**config.mk**
```make
export PLATFORM = sky130hd
export DESIGN_NAME = list_marker_text_encoder
export DESIGN_NICKNAME = d
export VERILOG_FILES = /design/src/rtl/lmte_pkg.sv /design/src/rtl/lmte_div.sv /design/src/rtl/list_marker_text_encoder.sv
export SDC_FILE = /design/constraint.sdc
export NUM_CORES = 1
export LEC_CHECK = 0
export ABC_CLOCK_PERIOD_IN_PS = 5300
export BUFFER_PORTS_ARGS = -buffer_cell sky130_fd_sc_hd__buf_2
export CORE_MARGIN = 2
export CORE_UTILIZATION = 40
export CTS_CLUSTER_SIZE = 8
export DETAILED_ROUTE_END_ITERATION = 8
export PLACE_DENSITY = 0.63
export SLEW_MARGIN = 20
export SYNTH_ARGS = -nofsm -noshare
export SYNTH_HDL_FRONTEND = slang
export SYNTH_SLANG_ARGS = --single-unit
```
**constraint.sdc**
```tcl
create_clock -name clk -period 5.3 [get_ports clk]
set_clock_uncertainty 0.2 [all_clocks]
set_input_delay 0.795 -clock clk [delete_from_list [all_inputs] [get_ports clk]]
set_output_delay 0.795 -clock clk [all_outputs]
set_load 0.05 [all_outputs]
```
**src/rtl/lmte_pkg.sv**
```systemverilog
// Package for the list marker text encoder.
// Word types, character codes and Roman numeral tables; no dependencies.
package lmte_pkg;

    typedef struct packed {
        logic [2:0]  style;
        logic [31:0] index;
    } item_t;

    typedef struct packed {
        logic [7:0] char_code;
        logic       last;
    } result_t;

    localparam logic [2:0] STYLE_NONE    = 3'd0;
    localparam logic [2:0] STYLE_DECIMAL = 3'd1;
    localparam logic [2:0] STYLE_LEAD0   = 3'd2;
    localparam logic [2:0] STYLE_LROMAN  = 3'd3;
    localparam logic [2:0] STYLE_UROMAN  = 3'd4;
    localparam logic [2:0] STYLE_LALPHA  = 3'd5;
    localparam logic [2:0] STYLE_UALPHA  = 3'd6;

    localparam logic [7:0] CH_ZERO   = 8'h30;
    localparam logic [7:0] CH_MINUS  = 8'h2D;
    localparam logic [7:0] CH_PERIOD = 8'h2E;
    localparam logic [7:0] CH_LOWER_A = 8'h61;
    localparam logic [7:0] CH_CASE_OFS = 8'h20;

    localparam logic [5:0] BASE_DEC   = 6'd10;
    localparam logic [5:0] BASE_ALPHA = 6'd26;

    // Number of Roman symbols that one decimal digit expands to
    function automatic logic [2:0] roman_len(input logic [4:0] d);
        logic [2:0] n;
        case (d)
            5'd0:    n = 3'd0;
            5'd1:    n = 3'd1;
            5'd2:    n = 3'd2;
            5'd3:    n = 3'd3;
            5'd4:    n = 3'd2;
            5'd5:    n = 3'd1;
            5'd6:    n = 3'd2;
            5'd7:    n = 3'd3;
            5'd8:    n = 3'd4;
            5'd9:    n = 3'd2;
            default: n = 3'd0;
        endcase
        return n;
    endfunction

    // Symbol k of digit d at decimal place p (0 ones .. 3 thousands), lower case
    function automatic logic [7:0] roman_char(input logic [4:0] d, input logic [1:0] p,
                                              input logic [2:0] k);
        logic [7:0] one;
        logic [7:0] five;
        logic [7:0] ten;
        logic [7:0] c;
        case (p)
            2'd0:    begin one = 8'h69; five = 8'h76; ten = 8'h78; end // i v x
            2'd1:    begin one = 8'h78; five = 8'h6C; ten = 8'h63; end // x l c
            2'd2:    begin one = 8'h63; five = 8'h64; ten = 8'h6D; end // c d m
            default: begin one = 8'h6D; five = 8'h6D; ten = 8'h6D; end // m
        endcase
        if (d == 5'd4) begin
            c = (k == 3'd0) ? one : five;
        end
        else if (d == 5'd9) begin
            c = (k == 3'd0) ? one : ten;
        end
        else if (d >= 5'd5) begin
            c = (k == 3'd0) ? five : one;
        end
        else begin
            c = one;
        end
        return c;
    endfunction

endpackage

```
**src/rtl/lmte_div.sv**
```systemverilog
// Bit-serial restoring divider by 10 or 26, one quotient bit per cycle.
// Uses lmte_pkg for the base constants.
module lmte_div #(
    parameter int W = 32
) (
    input  logic         clk,
    input  logic         rst_n,
    input  logic         load,
    input  logic         alpha,
    input  logic [W-1:0] dividend,
    output logic         busy,
    output logic [W-1:0] quotient,
    output logic [4:0]   remainder
);
    localparam int CW = (W > 1) ? $clog2(W) : 1;

    logic [W-1:0]  quo_reg,  quo_next;
    logic [4:0]    part_reg, part_next;
    logic [CW-1:0] cnt_reg,  cnt_next;
    logic          run_reg,  run_next;
    logic          alpha_reg, alpha_next;
    logic [5:0]    trial;
    logic [5:0]    base;
    logic          ge;

    // one shift-subtract step
    always_comb
    begin
        base       = alpha_reg ? lmte_pkg::BASE_ALPHA : lmte_pkg::BASE_DEC;
        trial      = {part_reg, quo_reg[W-1]};
        ge         = (trial >= base);
        quo_next   = quo_reg;
        part_next  = part_reg;
        cnt_next   = cnt_reg;
        run_next   = run_reg;
        alpha_next = alpha_reg;
        if (load) begin
            quo_next   = dividend;
            part_next  = 5'd0;
            cnt_next   = '0;
            run_next   = 1'b1;
            alpha_next = alpha;
        end
        else if (run_reg) begin
            part_next = ge ? 5'(trial - base) : trial[4:0];
            quo_next  = {quo_reg[W-2:0], ge};
            cnt_next  = cnt_reg + 1'b1;
            if (cnt_reg == CW'(W - 1)) begin
                run_next = 1'b0;
            end
        end
    end

    always_ff @(posedge clk or negedge rst_n)
    begin
        if (!rst_n) begin
            run_reg <= 1'b0;
            cnt_reg <= '0;
        end
        else begin
            run_reg <= run_next;
            cnt_reg <= cnt_next;
        end
    end

    always_ff @(posedge clk)
    begin
        quo_reg   <= quo_next;
        part_reg  <= part_next;
        alpha_reg <= alpha_next;
    end

    assign busy      = run_reg;
    assign quotient  = quo_reg;
    assign remainder = part_reg;

endmodule

```
**src/rtl/list_marker_text_encoder.sv**
```systemverilog
// List marker text encoder: style plus signed index in, ASCII marker text out.
// Steps: the serial divider extracts the digits, least significant first, onto a stack;
// then the marker is emitted character by character from the stack (Roman digits of value zero emit nothing).
// One word at a time: a new start is taken only while idle; style none produces no output.
// Reset (rst_n, async low) returns the sequencer to idle; results cannot be stalled.
// Depends on lmte_pkg and lmte_div.
module list_marker_text_encoder #(
    parameter int INDEX_WIDTH = 32
) (
    input  logic              clk,
    input  logic              rst_n,
    input  logic              start,
    output logic              busy,
    input  lmte_pkg::item_t   item,
    output logic              strobe,
    output lmte_pkg::result_t result
);
    localparam int W         = INDEX_WIDTH;
    localparam int DIG_DEPTH = (W * 301) / 1000 + 1;
    localparam int IDX_W     = $clog2(DIG_DEPTH);
    localparam int CNT_W     = $clog2(DIG_DEPTH + 1);

    localparam logic [2:0] S_IDLE  = 3'd0;
    localparam logic [2:0] S_DIV   = 3'd1;
    localparam logic [2:0] S_PRE0  = 3'd2;
    localparam logic [2:0] S_MINUS = 3'd3;
    localparam logic [2:0] S_DIG   = 3'd4;
    localparam logic [2:0] S_DOT   = 3'd5;

    localparam logic [1:0] M_DEC = 2'd0;
    localparam logic [1:0] M_ROM = 2'd1;
    localparam logic [1:0] M_ALP = 2'd2;

    logic [2:0]       state_reg, state_next;
    logic [1:0]       mode_reg,  mode_next;
    logic             upper_reg, upper_next;
    logic             neg_reg,   neg_next;
    logic             lead0_reg, lead0_next;
    logic [CNT_W-1:0] cnt_reg,   cnt_next;
    logic [2:0]       k_reg,     k_next;
    logic [4:0]       digits_reg [DIG_DEPTH];

    logic [W-1:0]     v;
    logic             v_neg;
    logic [W-1:0]     mag;
    logic             roman_ok;
    logic             accept;
    logic             div_load;
    logic             div_alpha;
    logic [W-1:0]     div_dividend;
    logic             div_busy;
    logic [W-1:0]     div_quo;
    logic [4:0]       div_rem;
    logic             push;
    logic [IDX_W-1:0] top;
    logic [4:0]       top_digit;
    logic [2:0]       rlen;
    logic [7:0]       rchar;
    logic [7:0]       letter;
    logic [2:0]       first_emit;

    lmte_div #(.W(W)) u_div (
        .clk       (clk),
        .rst_n     (rst_n),
        .load      (div_load),
        .alpha     (div_alpha),
        .dividend  (div_dividend),
        .busy      (div_busy),
        .quotient  (div_quo),
        .remainder (div_rem)
    );

    // decode of the incoming word
    always_comb
    begin
        v        = item.index[W-1:0];
        v_neg    = v[W-1];
        mag      = v_neg ? (~v + 1'b1) : v;
        roman_ok = !v_neg && (v != '0) && (32'(v) <= 32'd3999);
        accept   = start && !busy;
    end

    // digit stack read and character lookup
    always_comb
    begin
        top       = IDX_W'(cnt_reg - 1'b1);
        top_digit = digits_reg[top];
        rlen      = lmte_pkg::roman_len(top_digit);
        rchar     = lmte_pkg::roman_char(top_digit, top[1:0], k_reg);
        letter    = lmte_pkg::CH_LOWER_A + 8'(top_digit);
        first_emit = lead0_reg ? S_PRE0 : (neg_reg ? S_MINUS : S_DIG);
    end

    // sequencer
    always_comb
    begin
        state_next   = state_reg;
        mode_next    = mode_reg;
        upper_next   = upper_reg;
        neg_next     = neg_reg;
        lead0_next   = lead0_reg;
        cnt_next     = cnt_reg;
        k_next       = k_reg;
        div_load     = 1'b0;
        div_alpha    = (mode_reg == M_ALP);
        div_dividend = div_quo;
        push         = 1'b0;
        strobe       = 1'b0;
        result.char_code = lmte_pkg::CH_PERIOD;
        result.last      = 1'b0;
        case (state_reg)
            S_IDLE:
            begin
                if (accept && item.style inside {[lmte_pkg::STYLE_DECIMAL :
                                                  lmte_pkg::STYLE_UALPHA]}) begin
                    mode_next  = M_DEC;
                    upper_next = 1'b0;
                    if ((item.style == lmte_pkg::STYLE_LROMAN ||
                         item.style == lmte_pkg::STYLE_UROMAN) && roman_ok) begin
                        mode_next  = M_ROM;
                        upper_next = (item.style == lmte_pkg::STYLE_UROMAN);
                    end
                    if ((item.style == lmte_pkg::STYLE_LALPHA ||
                         item.style == lmte_pkg::STYLE_UALPHA) &&
                        !v_neg && (v != '0)) begin
                        mode_next  = M_ALP;
                        upper_next = (item.style == lmte_pkg::STYLE_UALPHA);
                    end
                    neg_next   = v_neg;
                    lead0_next = (item.style == lmte_pkg::STYLE_LEAD0) &&
                                 (v_neg || (32'(v) < 32'd10));
                    div_alpha    = (mode_next == M_ALP);
                    div_dividend = div_alpha ? (v - 1'b1) : mag;
                    div_load     = 1'b1;
                    cnt_next     = '0;
                    k_next       = 3'd0;
                    state_next   = S_DIV;
                end
            end
            S_DIV:
            begin
                if (!div_busy) begin
                    push = 1'b1;
                    cnt_next = cnt_reg + 1'b1;
                    if (div_quo == '0) begin
                        state_next = first_emit;
                    end
                    else begin
                        div_dividend = div_alpha ? (div_quo - 1'b1) : div_quo;
                        div_load     = 1'b1;
                    end
                end
            end
            S_PRE0:
            begin
                strobe           = 1'b1;
                result.char_code = lmte_pkg::CH_ZERO;
                state_next       = neg_reg ? S_MINUS : S_DIG;
            end
            S_MINUS:
            begin
                strobe           = 1'b1;
                result.char_code = lmte_pkg::CH_MINUS;
                state_next       = S_DIG;
            end
            S_DIG:
            begin
                if (mode_reg == M_ROM) begin
                    strobe           = (k_reg < rlen);
                    result.char_code = upper_reg ? (rchar - lmte_pkg::CH_CASE_OFS) : rchar;
                    if (k_reg + 3'd1 >= rlen) begin
                        k_next   = 3'd0;
                        cnt_next = cnt_reg - 1'b1;
                        if (cnt_reg == CNT_W'(1)) begin
                            state_next = S_DOT;
                        end
                    end
                    else begin
                        k_next = k_reg + 3'd1;
                    end
                end
                else begin
                    strobe = 1'b1;
                    if (mode_reg == M_ALP) begin
                        result.char_code = upper_reg ? (letter - lmte_pkg::CH_CASE_OFS)
                                                     : letter;
                    end
                    else begin
                        result.char_code = lmte_pkg::CH_ZERO + 8'(top_digit);
                    end
                    cnt_next = cnt_reg - 1'b1;
                    if (cnt_reg == CNT_W'(1)) begin
                        state_next = S_DOT;
                    end
                end
            end
            S_DOT:
            begin
                strobe           = 1'b1;
                result.char_code = lmte_pkg::CH_PERIOD;
                result.last      = 1'b1;
                state_next       = S_IDLE;
            end
            default:
            begin
                state_next = S_IDLE;
            end
        endcase
    end

    assign busy = (state_reg != S_IDLE);

    always_ff @(posedge clk or negedge rst_n)
    begin
        if (!rst_n) begin
            state_reg <= S_IDLE;
            cnt_reg   <= '0;
            k_reg     <= 3'd0;
        end
        else begin
            state_reg <= state_next;
            cnt_reg   <= cnt_next;
            k_reg     <= k_next;
        end
    end

    always_ff @(posedge clk)
    begin
        mode_reg  <= mode_next;
        upper_reg <= upper_next;
        neg_reg   <= neg_next;
        lead0_reg <= lead0_next;
        if (push && (cnt_reg < CNT_W'(DIG_DEPTH))) begin
            digits_reg[IDX_W'(cnt_reg)] <= div_rem;
        end
    end

`ifndef SYNTHESIS
    a_strobe_busy: assert property (@(posedge clk) disable iff (!rst_n)
        strobe |-> busy)
        else $error("strobe while idle");
    a_last_strobe: assert property (@(posedge clk) disable iff (!rst_n)
        result.last |-> strobe)
        else $error("last without strobe");
    a_last_ends: assert property (@(posedge clk) disable iff (!rst_n)
        (strobe && result.last) |=> !busy)
        else $error("still busy after final character");
    a_no_emit_div: assert property (@(posedge clk) disable iff (!rst_n)
        div_busy |-> !strobe)
        else $error("character emitted during digit extraction");
`endif

endmodule
```
==> results by group, run 1 <==
Run status
  • Status: finished clean

STA
  • Final-report hold violation count: 0
  • RSZ-0062 raised after global routing: no
  • Final setup viols: 0
  • Max Freq: 200 MHz
  • Fin crit share: a little over nine tenths
  • Setup TNS: 0 ns
  • Worst-Margin Slew: 0.924 ns
  • Min Tclk post-route: 5.00 ns
  • Slew Viols, Final: 0
  • Max_slew headroom: between 30 and 40%

Synth
  • Post-synth ARST share: 14.7%
  • Mapped Cells: 827
  • Sequential share of the synthesized area: 39.6%
  • Yosys reg bits: 109
  • Main synth FF type: edfxtp_1
  • Syn_nets: a little under 900
  • EDFF count, synth: 88
  • Warnings, synthesis: 0
  • Synth cell types: ~90
  • Post-Syn Area: between 0.007 and 0.008 sq mm
  • Syn Area/Cell: around 9.6 sq um

Flow run
  • Max Cap Viol: 0

Global routing
  • Vias in the first global route: ~5700
  • GRT overflow: 0
  • Initial antenna violation count: 0
  • First-pass GRT wire length: 30.8 mm
  • Gr usage total: around a fifth
  • Largest net degree at the start of global routing: 47

Power and ir drop
  • Final Power: ~5500 uW
  • Pleak: 0.00325 uW
  • VDD IR max: 0.289 mV
  • PD cells: between 600 and 700 mW/mm^2

Layout
  • Fin nets: slightly above 900
  • Layout fillers: 1869
  • Area of the multi-input gates: between 0.004 and 0.005 sq mm
  • Area delta synth->final: 10.4%
  • Commonest non-fill, non-tap cell in the layout: edfxtp_1
  • Most frequent cells in the layout: edfxtp_1, nor2_1, nand2_1
  • N_diodes: 0
  • FF+latch area: between 0.003 and 0.004 sq mm
  • Fraction of layout cells with a size suffix above 1: between 10 and 15%
  • Max FFs per register: 50

Floorplan
  • Height of the die: roughly 140 um
  • Full die area: around 0.021 sq mm
  • Placeable core area: just under 0.02 sq mm
  • Starting Density: 40.8%
  • Std-Cell Rows: 51
  • Die width: 145 um
  • I/O pin cnt: 49

Setup path
  • Worst R2R End: state_reg[0]
  • Critical Path AT: ~4.0 ns
  • Critical-path maximum fanout: 25
  • WP data required: ~4.3 ns
  • CP startpoint kind: flip-flop
  • Worst R2R Start: cnt_reg[0]
  • Critical path type: flip-flop to output port
  • Worst Reg-to-Reg Cells: 18
  • Reg2Reg Setup Slack: around 0.90 ns
  • Endpoint type of the worst setup path: output port

CTS
  • Total CTS buffers: 9
  • Clock Latency Late Sink: 0.36 ns
  • CTS H-Tree Depth: 3
  • Maximum clock insertion buffer count: 2
  • CTS clk-pin slew, worst paths: 0.09 ns
  • CTS tree: built
  • Clock Root Buffer: clkbuf_16
  • Clk sinks: approximately 110

Drt
  • DRT Pass-1 Iters: 5
  • DR iter-0 viols: around 420
  • Wirelength per Cell: roughly 17 um
  • Residual DRC: 0
  • Routed Antenna Nets: 0
  • Total Wirelength: ~20 mm
  • Via count: ~6300
  • Vias/cell: approximately 5.6

Worst hold path
  • Worst Hold Class: input pin to asynchronous set/reset pin

Placement
  • Detailed placer's ending HPWL: around 14 mm
  • Port Buf Inserts: 48
  • Gpl congestion: 0.907
[stage by stage]
step	util [%]	setup WS, ns	cell area (sq um)	std cells	hold slack, ns
2_1_floorplan	-	0.0770	7940	827	0.293
3_3_place_gp	43.0	0.550	8360	1103	0.313
3_5_place_dp	43.0	0.481	8360	1103	0.321
4_1_cts	44.6	0.0756	8680	1119	0.199
5_1_grt	45.0	0.0507	8760	1121	0.200
6_report	45.0	0.303	8760	1121	0.182
[power breakdown]
group | switching (uW) | total, uW | internal, uW
registers | 358 | 1620 | 1260
logic | 1900 | 3130 | 1220
clock network | 354 | 705 | 351
[kinds of logic after synthesis]
kind of cell / after synthesis / share of synthesized area, %
AND/OR/NAND/NOR: 315 / 21.1
AO/OA/AOI/OAI: 180 / 15.8
flip-flops: 109 / 39.6
buffers and inverters: 75 / 4.35
XOR/XNOR: 61 / 7.16
multiplexers: 61 / 7.92
adder cells (fa/ha/maj): 26 / 4.10
[worst max-delay path: stages, from the launching register on]
cell	delay (ns)
dfrtp_1	0.41
clkinvlp_4	0.18
ha_4	0.34
buf_12	0.20
nor2b_1	0.08
a2111oi_2	0.27
a31oi_1	0.13
a31oi_4	0.30
ha_1	0.27
and4b_1	0.33
a21oi_1	0.10
ha_1	0.29
a21o_1	0.15
a21oi_1	0.14
nor3_1	0.06
o21ai_1	0.14
clkbuf_4	0.24
[repair_timing]
item | in CTS | in global routing
hold buffers | 0 | 0
setup buffers | 0 | 2
setup endpoints to repair | 0 | 2
resized for setup | 0 | 8
[area by class of cell]
cell class,count,share of cell area (%)
Multi-Input combinational cell,643,51.5
Sequential cell,109,35.9
Timing Repair Buffer,60,3.94
Tap cell,265,3.79
Clock buffer,10,2.73
Inverter,28,1.27
Clock inverter,6,0.886
[Yosys cell counts, types with 4 or more instances]
| master | instances | area (sq um) |
|---|---|---|
| mux2i_1 | 56 | 561 |
| and3_1 | 8 | 50.1 |
| nor3_1 | 26 | 130 |
| dfxtp_1 | 5 | 100 |
| o21ai_1 | 15 | 75.1 |
| nand2_1 | 70 | 263 |
| a21oi_1 | 49 | 245 |
| a31oi_1 | 17 | 106 |
| nand4_1 | 8 | 50.1 |
| or4_1 | 9 | 67.6 |
| edfxtp_1 | 88 | 2640 |
| o221ai_1 | 6 | 52.6 |
| a211oi_1 | 5 | 37.5 |
| o21ai_0 | 26 | 130 |
| nor2b_1 | 9 | 56.3 |
| buf_1 | 5 | 18.8 |
| inv_1 | 25 | 93.8 |
| nand3_1 | 23 | 115 |
| xnor2_1 | 32 | 280 |
| o22ai_1 | 8 | 50.1 |
| a221oi_1 | 6 | 52.6 |
| buf_2 | 10 | 50.1 |
| clkbuf_1 | 24 | 90.1 |
| a22oi_1 | 4 | 30.0 |
| o211ai_1 | 6 | 45.0 |
| nand3b_1 | 5 | 37.5 |
| and2_1 | 8 | 50.1 |
| a21o_1 | 4 | 30.0 |
| nor2_1 | 82 | 308 |
| or3_1 | 13 | 81.3 |
| mux2_2 | 4 | 45.0 |
| buf_6 | 5 | 56.3 |
| xor2_1 | 26 | 228 |
| nor4_1 | 12 | 75.1 |
| dfrtp_1 | 16 | 400 |
| nand2b_1 | 10 | 62.6 |
| ha_1 | 26 | 325 |
| or2_2 | 5 | 31.3 |
[worst max-delay path by stage]
stage / startpoint / to / slack [ns] / cells past startpoint
floorplan: cnt_reg[0] / result[8] / 0.08 / 17
global placement: cnt_reg[0] / strobe / 0.55 / 15
detailed placement: cnt_reg[0] / strobe / 0.48 / 15
CTS: cnt_reg[0] / strobe / 0.08 / 15
global route: cnt_reg[0] / strobe / 0.05 / 16
finish: cnt_reg[0] / strobe / 0.30 / 16
[metal layers]
metal / routed length (um) / global-route usage [%] / part of all wire, %
met2: 9180 / 30.3 / 47
met1: 9360 / 26.8 / 48
met3: 838 / 2.93 / 4.3
met4: 214 / 3.83 / 1.1
met5: 0 / 0 / 0
Power figures use the tool's default switching activity.
==> inputs of run 2 (changes only) <==
MAX_ROUTING_LAYER = met4   (was default)
PLACE_DENSITY = 0.66   (was 0.63)
==> run 2 against run 1 <==
  * Critical path depth is the same
  * First-iteration DRC count up 21%
  * Maximum frequency down 0.41%
  * Setup slack got worse by 0.021 ns
  * Final cell count about the same
  * Via count hardly changed
  * Non-clock buffer count increased by 1
  * Global-route usage grew 0.41 points
  * Hold slack lost 0.0018 ns
  * Sequential power about the same
  * Critical path type unchanged
  * Largest cell class unchanged
  * Largest power group unchanged
==> results by group, run 2 (same netlist as run 1, synthesis figures left out) <==
Run status
  • Status: finished clean

CTS
  • Total CTS buffers: 9 (unchanged)
  • Clock Latency Late Sink: 0.37 ns (about the same)
  • Clock Root Buffer: clkbuf_16
  • CTS tree: built
  • CTS H-Tree Depth: 3 (unchanged)
  • Maximum clock insertion buffer count: 2 (unchanged)
  • Clk sinks: 109 (unchanged)
  • CTS Hold Bufs: 0 (unchanged)
  • CTS clk-pin slew, worst paths: 0.08 ns (about the same)

Layout
  • Layout fillers: 1844 (-1.3%)
  • Fraction of layout cells with a size suffix above 1: 14.4% (-0.13 points)
  • Final std cells w/o fill: 1122 (+0.089%)
  • Area delta synth->final: 10.1%
  • N_diodes: 0 (unchanged)
  • Max FFs per register: 50 (unchanged)
  • FF+latch area: 0.00314 sq mm (unchanged)
  • Most frequent cells in the layout: edfxtp_1, nor2_1, nand2_1
  • Commonest non-fill, non-tap cell in the layout: edfxtp_1
  • Fin nets: 916 (+0.11%)
  • Area of the multi-input gates: 0.00448 sq mm (-0.72%)
  • Final core utilization: 44.9% (-0.12 points)

STA
  • Final-report hold violation count: 0 (unchanged)
  • Min Tclk post-route: 5.02 ns (+0.0205 ns)
  • RSZ-0062 raised after global routing: no
  • Max Freq: 199 MHz (-0.41%)
  • Worst-Margin Slew: 0.923 ns (-0.000732 ns)
  • Fin crit share: 94.7% (+0.39 points)
  • Final WS setup: 0.283 ns (-0.0205 ns)
  • Setup TNS: 0 ns (unchanged)
  • Final setup viols: 0 (unchanged)
  • Slew Viols, Final: 0 (unchanged)
  • Max_slew headroom: 37.9% (-0.045 points)

Floorplan
  • Placeable core area: 0.0195 sq mm (unchanged)
  • Std-Cell Rows: 51 (unchanged)
  • Starting Density: 40.8% (unchanged)
  • Height of the die: 145 um (unchanged)
  • I/O pin cnt: 49 (unchanged)
  • Die width: 145 um (unchanged)
  • Full die area: 0.0210 sq mm (unchanged)

Setup path
  • Critical-path maximum fanout: 25 (unchanged)
  • Worst R2R Start: cnt_reg[1]
  • Delay of the slowest critical-path stage: 0.39 ns (-0.02 ns)
  • WP data required: 4.30 ns (about the same)
  • Worst path depth: 16 (unchanged)
  • Worst R2R End: state_reg[0]
  • Critical path launch point: cnt_reg[1]
  • Crit path to: strobe
  • Critical Path AT: 4.02 ns (+0.02 ns)
  • Worst Reg-to-Reg Cells: 18 (unchanged)
  • Reg2Reg Setup Slack: 0.85 ns (-0.05 ns)
  • Cell family with most CP delay: adder cells
  • CP startpoint kind: flip-flop
  • Cell Chain, Critical Path: inv_1 > ha_2 > buf_12 > mux2i_1 > nand3_1 > nand4_2 > mux2i_4 > ha_1 > and4b_1 > a21oi_1 > ha_1 > a21o_1 > a21oi_1 > nor3_1 > o21ai_1 > clkbuf_4
  • Buf/Inv on CP: 3 (unchanged)
  • Critical path type: flip-flop to output port
  • Endpoint type of the worst setup path: output port
  • Slowest cell on crit path: dfrtp_1

Placement
  • Worst slack at placement: 0.402 ns (-0.0793 ns)
  • # placed instances: 1103 (unchanged)
  • Gpl congestion: 0.899 (-0.83%)
  • Port Buf Inserts: 48 (unchanged)
  • Detailed placer's ending HPWL: 14.0 mm (about the same)

Power and ir drop
  • VDD IR max: 0.283 mV (-2.1%)
  • Final Power: 5440 uW (-0.23%)
  • PD cells: 623 mW/mm^2 (about the same)
  • Pleak: 0.00325 uW (about the same)

Drt
  • Wirelength per Cell: 17.4 um (-0.45%)
  • Routed Antenna Nets: 0 (unchanged)
  • Via count: 6330 (-0.047%)
  • Total Wirelength: 19.5 mm (-0.36%)
  • DRT Pass-1 Iters: 5 (unchanged)
  • Vias/cell: 5.64 (-0.14%)
  • DR iter-0 viols: 507 (+21%)
  • Residual DRC: 0 (unchanged)

Flow run
  • Max Cap Viol: 0 (unchanged)

Global routing
  • Vias in the first global route: 5750 (+0.16%)
  • Initial antenna violation count: 0 (unchanged)
  • First-pass GRT wire length: 30.5 mm (-0.99%)
  • GRT overflow: 0 (unchanged)
  • Gr usage total: 19.2% (+0.41 points)
  • Largest net degree at the start of global routing: 47 (unchanged)

Worst hold path
  • Worst Hold Class: input pin to asynchronous set/reset pin
run 2: worst reg2reg max path: stages (launching register included):
cell	delay, ns
dfrtp_1	0.39
inv_1	0.22
ha_2	0.38
buf_12	0.18
mux2i_1	0.17
nand3_1	0.11
nand4_2	0.14
mux2i_4	0.34
ha_1	0.29
and4b_1	0.31
a21oi_1	0.09
ha_1	0.30
a21boi_0	0.12
o21ai_0	0.29
nand2_1	0.22
nand3b_1	0.18
a21oi_1	0.05
mux2_2	0.27
o22ai_1	0.13
run 2: repair_timing:
action / in CTS / in global routing
resized for setup: 0 / 5
buffers inserted: 0 / 3
endpoints found under the setup margin: 0 / 2
run 2: worst min-delay path by stage:
stage,start,cells past startpoint,endpoint,slack [ns]
after global routing,rst_n,1,cnt_reg[2],0.20
final,rst_n,1,cnt_reg[2],0.18
after global placement,u_div.cnt_reg[4],2,u_div.cnt_reg[4],0.31
after floorplan,u_div.cnt_reg[4],2,u_div.cnt_reg[4],0.29
after CTS,rst_n,1,cnt_reg[2],0.18
after detailed placement,u_div.cnt_reg[4],2,u_div.cnt_reg[4],0.32
run 2: stage by stage:
step           hold slack (ns)  cell area, sq um
6_report                 0.180              8730
5_1_grt                  0.200              8730
4_1_cts                  0.179              8680
3_5_place_dp             0.322              8370
3_3_place_gp             0.311              8360
2_1_floorplan            0.293              7940
run 2: layout make-up:
class / instances / area share (%)
well taps: 265 / 3.80
repair buffers: 61 / 4.04
clock inverters: 7 / 1.07
inverters: 28 / 1.27
multi-input cells: 643 / 51.3
clock buffers: 9 / 2.58
flip-flops and latches: 109 / 36.0
run 2: routing by layer:
layer	vias up	track usage, %	part of all wire [%]
li1	3120	-	-
met1	2989	26.4	46
met2	201	30.4	47
met3	20	3.32	5.6
met4	0	2.91	0.80
met5	-	-	0
run 2: where the power goes:
part | internal, uW | switching (uW)
Clock | 343 | 355
Sequential | 1260 | 358
Combinational | 1220 | 1900
==> inputs of run 3 (changes only) <==
--- a/config.mk
+++ b/config.mk
@@ -14,4 +14,5 @@
 export MAX_ROUTING_LAYER = met4
 export PLACE_DENSITY = 0.66
+export SETUP_SLACK_MARGIN = 0.3
 export SLEW_MARGIN = 20
 export SYNTH_ARGS = -nofsm -noshare
==> constraint.sdc (replaced) <==
create_clock -name clk -period 5.3 [get_ports clk]
set_clock_uncertainty 0.2 [all_clocks]
set_input_delay 0.795 -clock clk [delete_from_list [all_inputs] [get_ports clk]]
set_output_delay 0.795 -clock clk [all_outputs]
set_load 0.1 [all_outputs]
==> run 3 against run 2 <==
  * Core utilization rose by 1.4 points
  * Hold slack better by 0.032 ns
  * Register-to-register slack improved by 0.23 ns
  * Critical endpoint unchanged
  * First-iteration DRC count grew 14%
  * Critical path type unchanged
==> results by group, run 3 (same netlist as run 1, synthesis figures left out) <==
Drt
  • DR iter-0 viols: 578 (+14%)
  • Via count: 6454 (+2.0%)
  • Vias/cell: 5.70 (+1.1%)
  • Routed Antenna Nets: 0 (unchanged)
  • Wirelength per Cell: 17.9 um (+2.6%)
  • Residual DRC: 0 (unchanged)
  • Total Wirelength: 20.2 mm (+3.5%)
  • DRT Pass-1 Iters: 6 (+1)

Placement
  • Gpl congestion: 0.935 (+3.9%)
  • # placed instances: 1103 (unchanged)
  • Port Buf Inserts: 48 (unchanged)
  • Detailed placer's ending HPWL: 14.5 mm (+3.6%)

Layout
  • Commonest non-fill, non-tap cell in the layout: edfxtp_1
  • Most frequent cells in the layout: edfxtp_1, nor2_1, nand2_1
  • Final std cells w/o fill: 1132 (+0.89%)
  • Max FFs per register: 50 (unchanged)
  • FF+latch area: 0.00315 sq mm (about the same)
  • Fraction of layout cells with a size suffix above 1: 16.6% (+2.3 points)
  • Fin nets: 926 (+1.1%)
  • N_diodes: 0 (unchanged)
  • Area delta synth->final: 13.5%
  • Area of the multi-input gates: 0.00455 sq mm (+1.6%)
  • Layout fillers: 1863 (+1.0%)

Global routing
  • Vias in the first global route: 5974 (+3.9%)
  • Largest net degree at the start of global routing: 47 (unchanged)
  • First-pass GRT wire length: 31.8 mm (+4.2%)
  • GRT overflow: 0 (unchanged)
  • Initial antenna violation count: 0 (unchanged)
  • Gr usage total: 20.0% (+0.85 points)

Flow run
  • Max Cap Viol: 0 (unchanged)

Setup path
  • WP data required: 4.30 ns (about the same)
  • Critical-path maximum fanout: 8 (-68%)
  • Cell family with most CP delay: adder cells
  • Buf/Inv on CP: 3 (unchanged)
  • Endpoint type of the worst setup path: output port
  • Critical Path AT: 3.81 ns (-0.21 ns)
  • Cell Chain, Critical Path: clkinvlp_4 > ha_4 > buf_4 > mux2i_1 > nand3_1 > nand4_2 > mux2i_4 > ha_1 > and4b_2 > a21oi_1 > ha_1 > a21o_1 > a21oi_1 > nor3_1 > o21ai_2 > buf_12
  • Slowest cell on crit path: dfrtp_1
  • CP startpoint kind: flip-flop
  • Critical path type: flip-flop to output port
  • Delay of the slowest critical-path stage: 0.40 ns (about the same)

STA
  • Max_slew headroom: 28.0% (-9.9 points)
  • Setup TNS: 0 ns (unchanged)
  • Max Freq: 208 MHz (+4.5%)
  • Fin crit share: 90.6% (-4.1 points)
  • Min Tclk post-route: 4.80 ns (-0.215 ns)
  • Slew Viols, Final: 0 (unchanged)
  • Final-report hold violation count: 0 (unchanged)
  • Worst-Margin Slew: 1.07 ns (+0.146 ns)
  • RSZ-0062 raised after global routing: no
  • Min Hold Slack: 0.212 ns (+0.0321 ns)
  • Final setup viols: 0 (unchanged)

CTS
  • Clk sinks: 109 (unchanged)
  • Clock Latency Late Sink: 0.36 ns (about the same)
  • CTS tree: built
  • Clock Root Buffer: clkbuf_16
  • Total CTS buffers: 9 (unchanged)
  • CTS clk-pin slew, worst paths: 0.08 ns (about the same)
  • CTS H-Tree Depth: 3 (unchanged)
  • CTS Hold Bufs: 0 (unchanged)
  • Maximum clock insertion buffer count: 2 (unchanged)

Power and ir drop
  • Clock share of power: 11.5% (-1.3 points)
  • Final Power: 5900 uW (+8.5%)
  • PD cells: 655 mW/mm^2 (+5.2%)
  • Psw: 2850 uW (+9.1%)
  • Pleak: 0.00336 uW (+3.4%)
  • Combinational Power Share: 60.8% (+3.4 points)
  • Seq pwr share: 27.7% (-2.1 points)
  • Switching share of total power: 48.3% (+0.27 points)
  • VDD IR max: 0.322 mV (+14%)
  • Internal Pwr Total: 3050 uW (+7.9%)

Run status
  • Status: finished clean

Floorplan
  • Std-Cell Rows: 51 (unchanged)
  • Starting Density: 40.8% (unchanged)
  • Die width: 145 um (unchanged)
  • Height of the die: 145 um (unchanged)
  • Full die area: 0.0210 sq mm (unchanged)
  • I/O pin cnt: 49 (unchanged)
  • Placeable core area: 0.0195 sq mm (unchanged)

Worst hold path
  • Worst Hold Class: input pin to asynchronous set/reset pin
[run 3: changes by cell type in the layout (fill, tap and decap cells not counted), moves of 2 or more]
cell	change
buf_4	+9
buf_12	+9
buf_2	-8
o21ai_2	+2
dfrtp_2	+2
dfrtp_1	-2
o21ai_1	-2
[run 3: area by class of cell]
cell class	count	area share, %
Tap cell	265	3.68
Inverter	28	1.24
Sequential cell	109	34.9
Multi-Input combinational cell	643	50.5
Clock buffer	9	2.50
Timing Repair Buffer	71	6.26
Clock inverter	7	0.903
[run 3: worst register-to-register path: stages (launching register included)]
cell      delay (ns)
dfrtp_1         0.41
buf_4           0.27
nor3_4          0.33
xnor2_4         0.16
a211oi_1        0.53
a21o_1          0.14
buf_4           0.16
and4b_2         0.30
a21oi_1         0.09
ha_1            0.31
a21boi_0        0.12
o21ai_0         0.30
nand2_1         0.22
nand3b_1        0.18
a21oi_1         0.05
mux2_2          0.26
o22ai_1         0.12
[run 3: per-layer routing]
layer	routed length [um]	track usage, %	vias up
li1	-	-	3134
met1	9060	26.7	3092
met2	9750	32.6	205
met3	1140	3.13	23
met4	271	4.04	0
met5	0	-	-
[run 3: repair_timing]
item                                    CTS  global route
gates resized for setup                   3             5
endpoints found under the setup margin    3             1
gates cloned                              0             0
setup buffers                             9             4
pin swaps                                 2             2
[run 3: per-stage QoR]
step | worst slack, ns | instance area, sq um | utilization, %
after global routing | 0.300 | 9010 | 46.3
after floorplan | 0.0828 | 8040 | -
final | 0.498 | 9010 | 46.3
after detailed placement | 0.419 | 8560 | 44.0
after CTS | 0.379 | 8950 | 46.0
after global placement | 0.497 | 8560 | 44.0
[run 3: power groups by stage]
stage               registers (uW)  clock network, uW  logic [uW]
finish                        1640                679        3590
global route                  1680                725        3910
CTS                           1630                689        3480
detailed placement            1650                  0        3370
global placement              1640                  0        3330
floorplan                     1480                  0        2800
[run 3: final timing paths]
| path | depth (start not counted) | endpoint | from | slack [ns] |
|---|---|---|---|---|
| min in group clk | 2 | u_div.cnt_reg[4] | u_div.cnt_reg[4] | 0.34 |
| setup reg to reg | 16 | state_reg[0] | cnt_reg[0] | 1.08 |
| max in group asynchronous | 1 | cnt_reg[1] | rst_n | 4.30 |
| hold reg to reg | 2 | u_div.cnt_reg[4] | u_div.cnt_reg[4] | 0.34 |
| setup / recovery | 16 | strobe | cnt_reg[0] | 0.50 |
| hold / removal | 1 | k_reg[1] | rst_n | 0.21 |
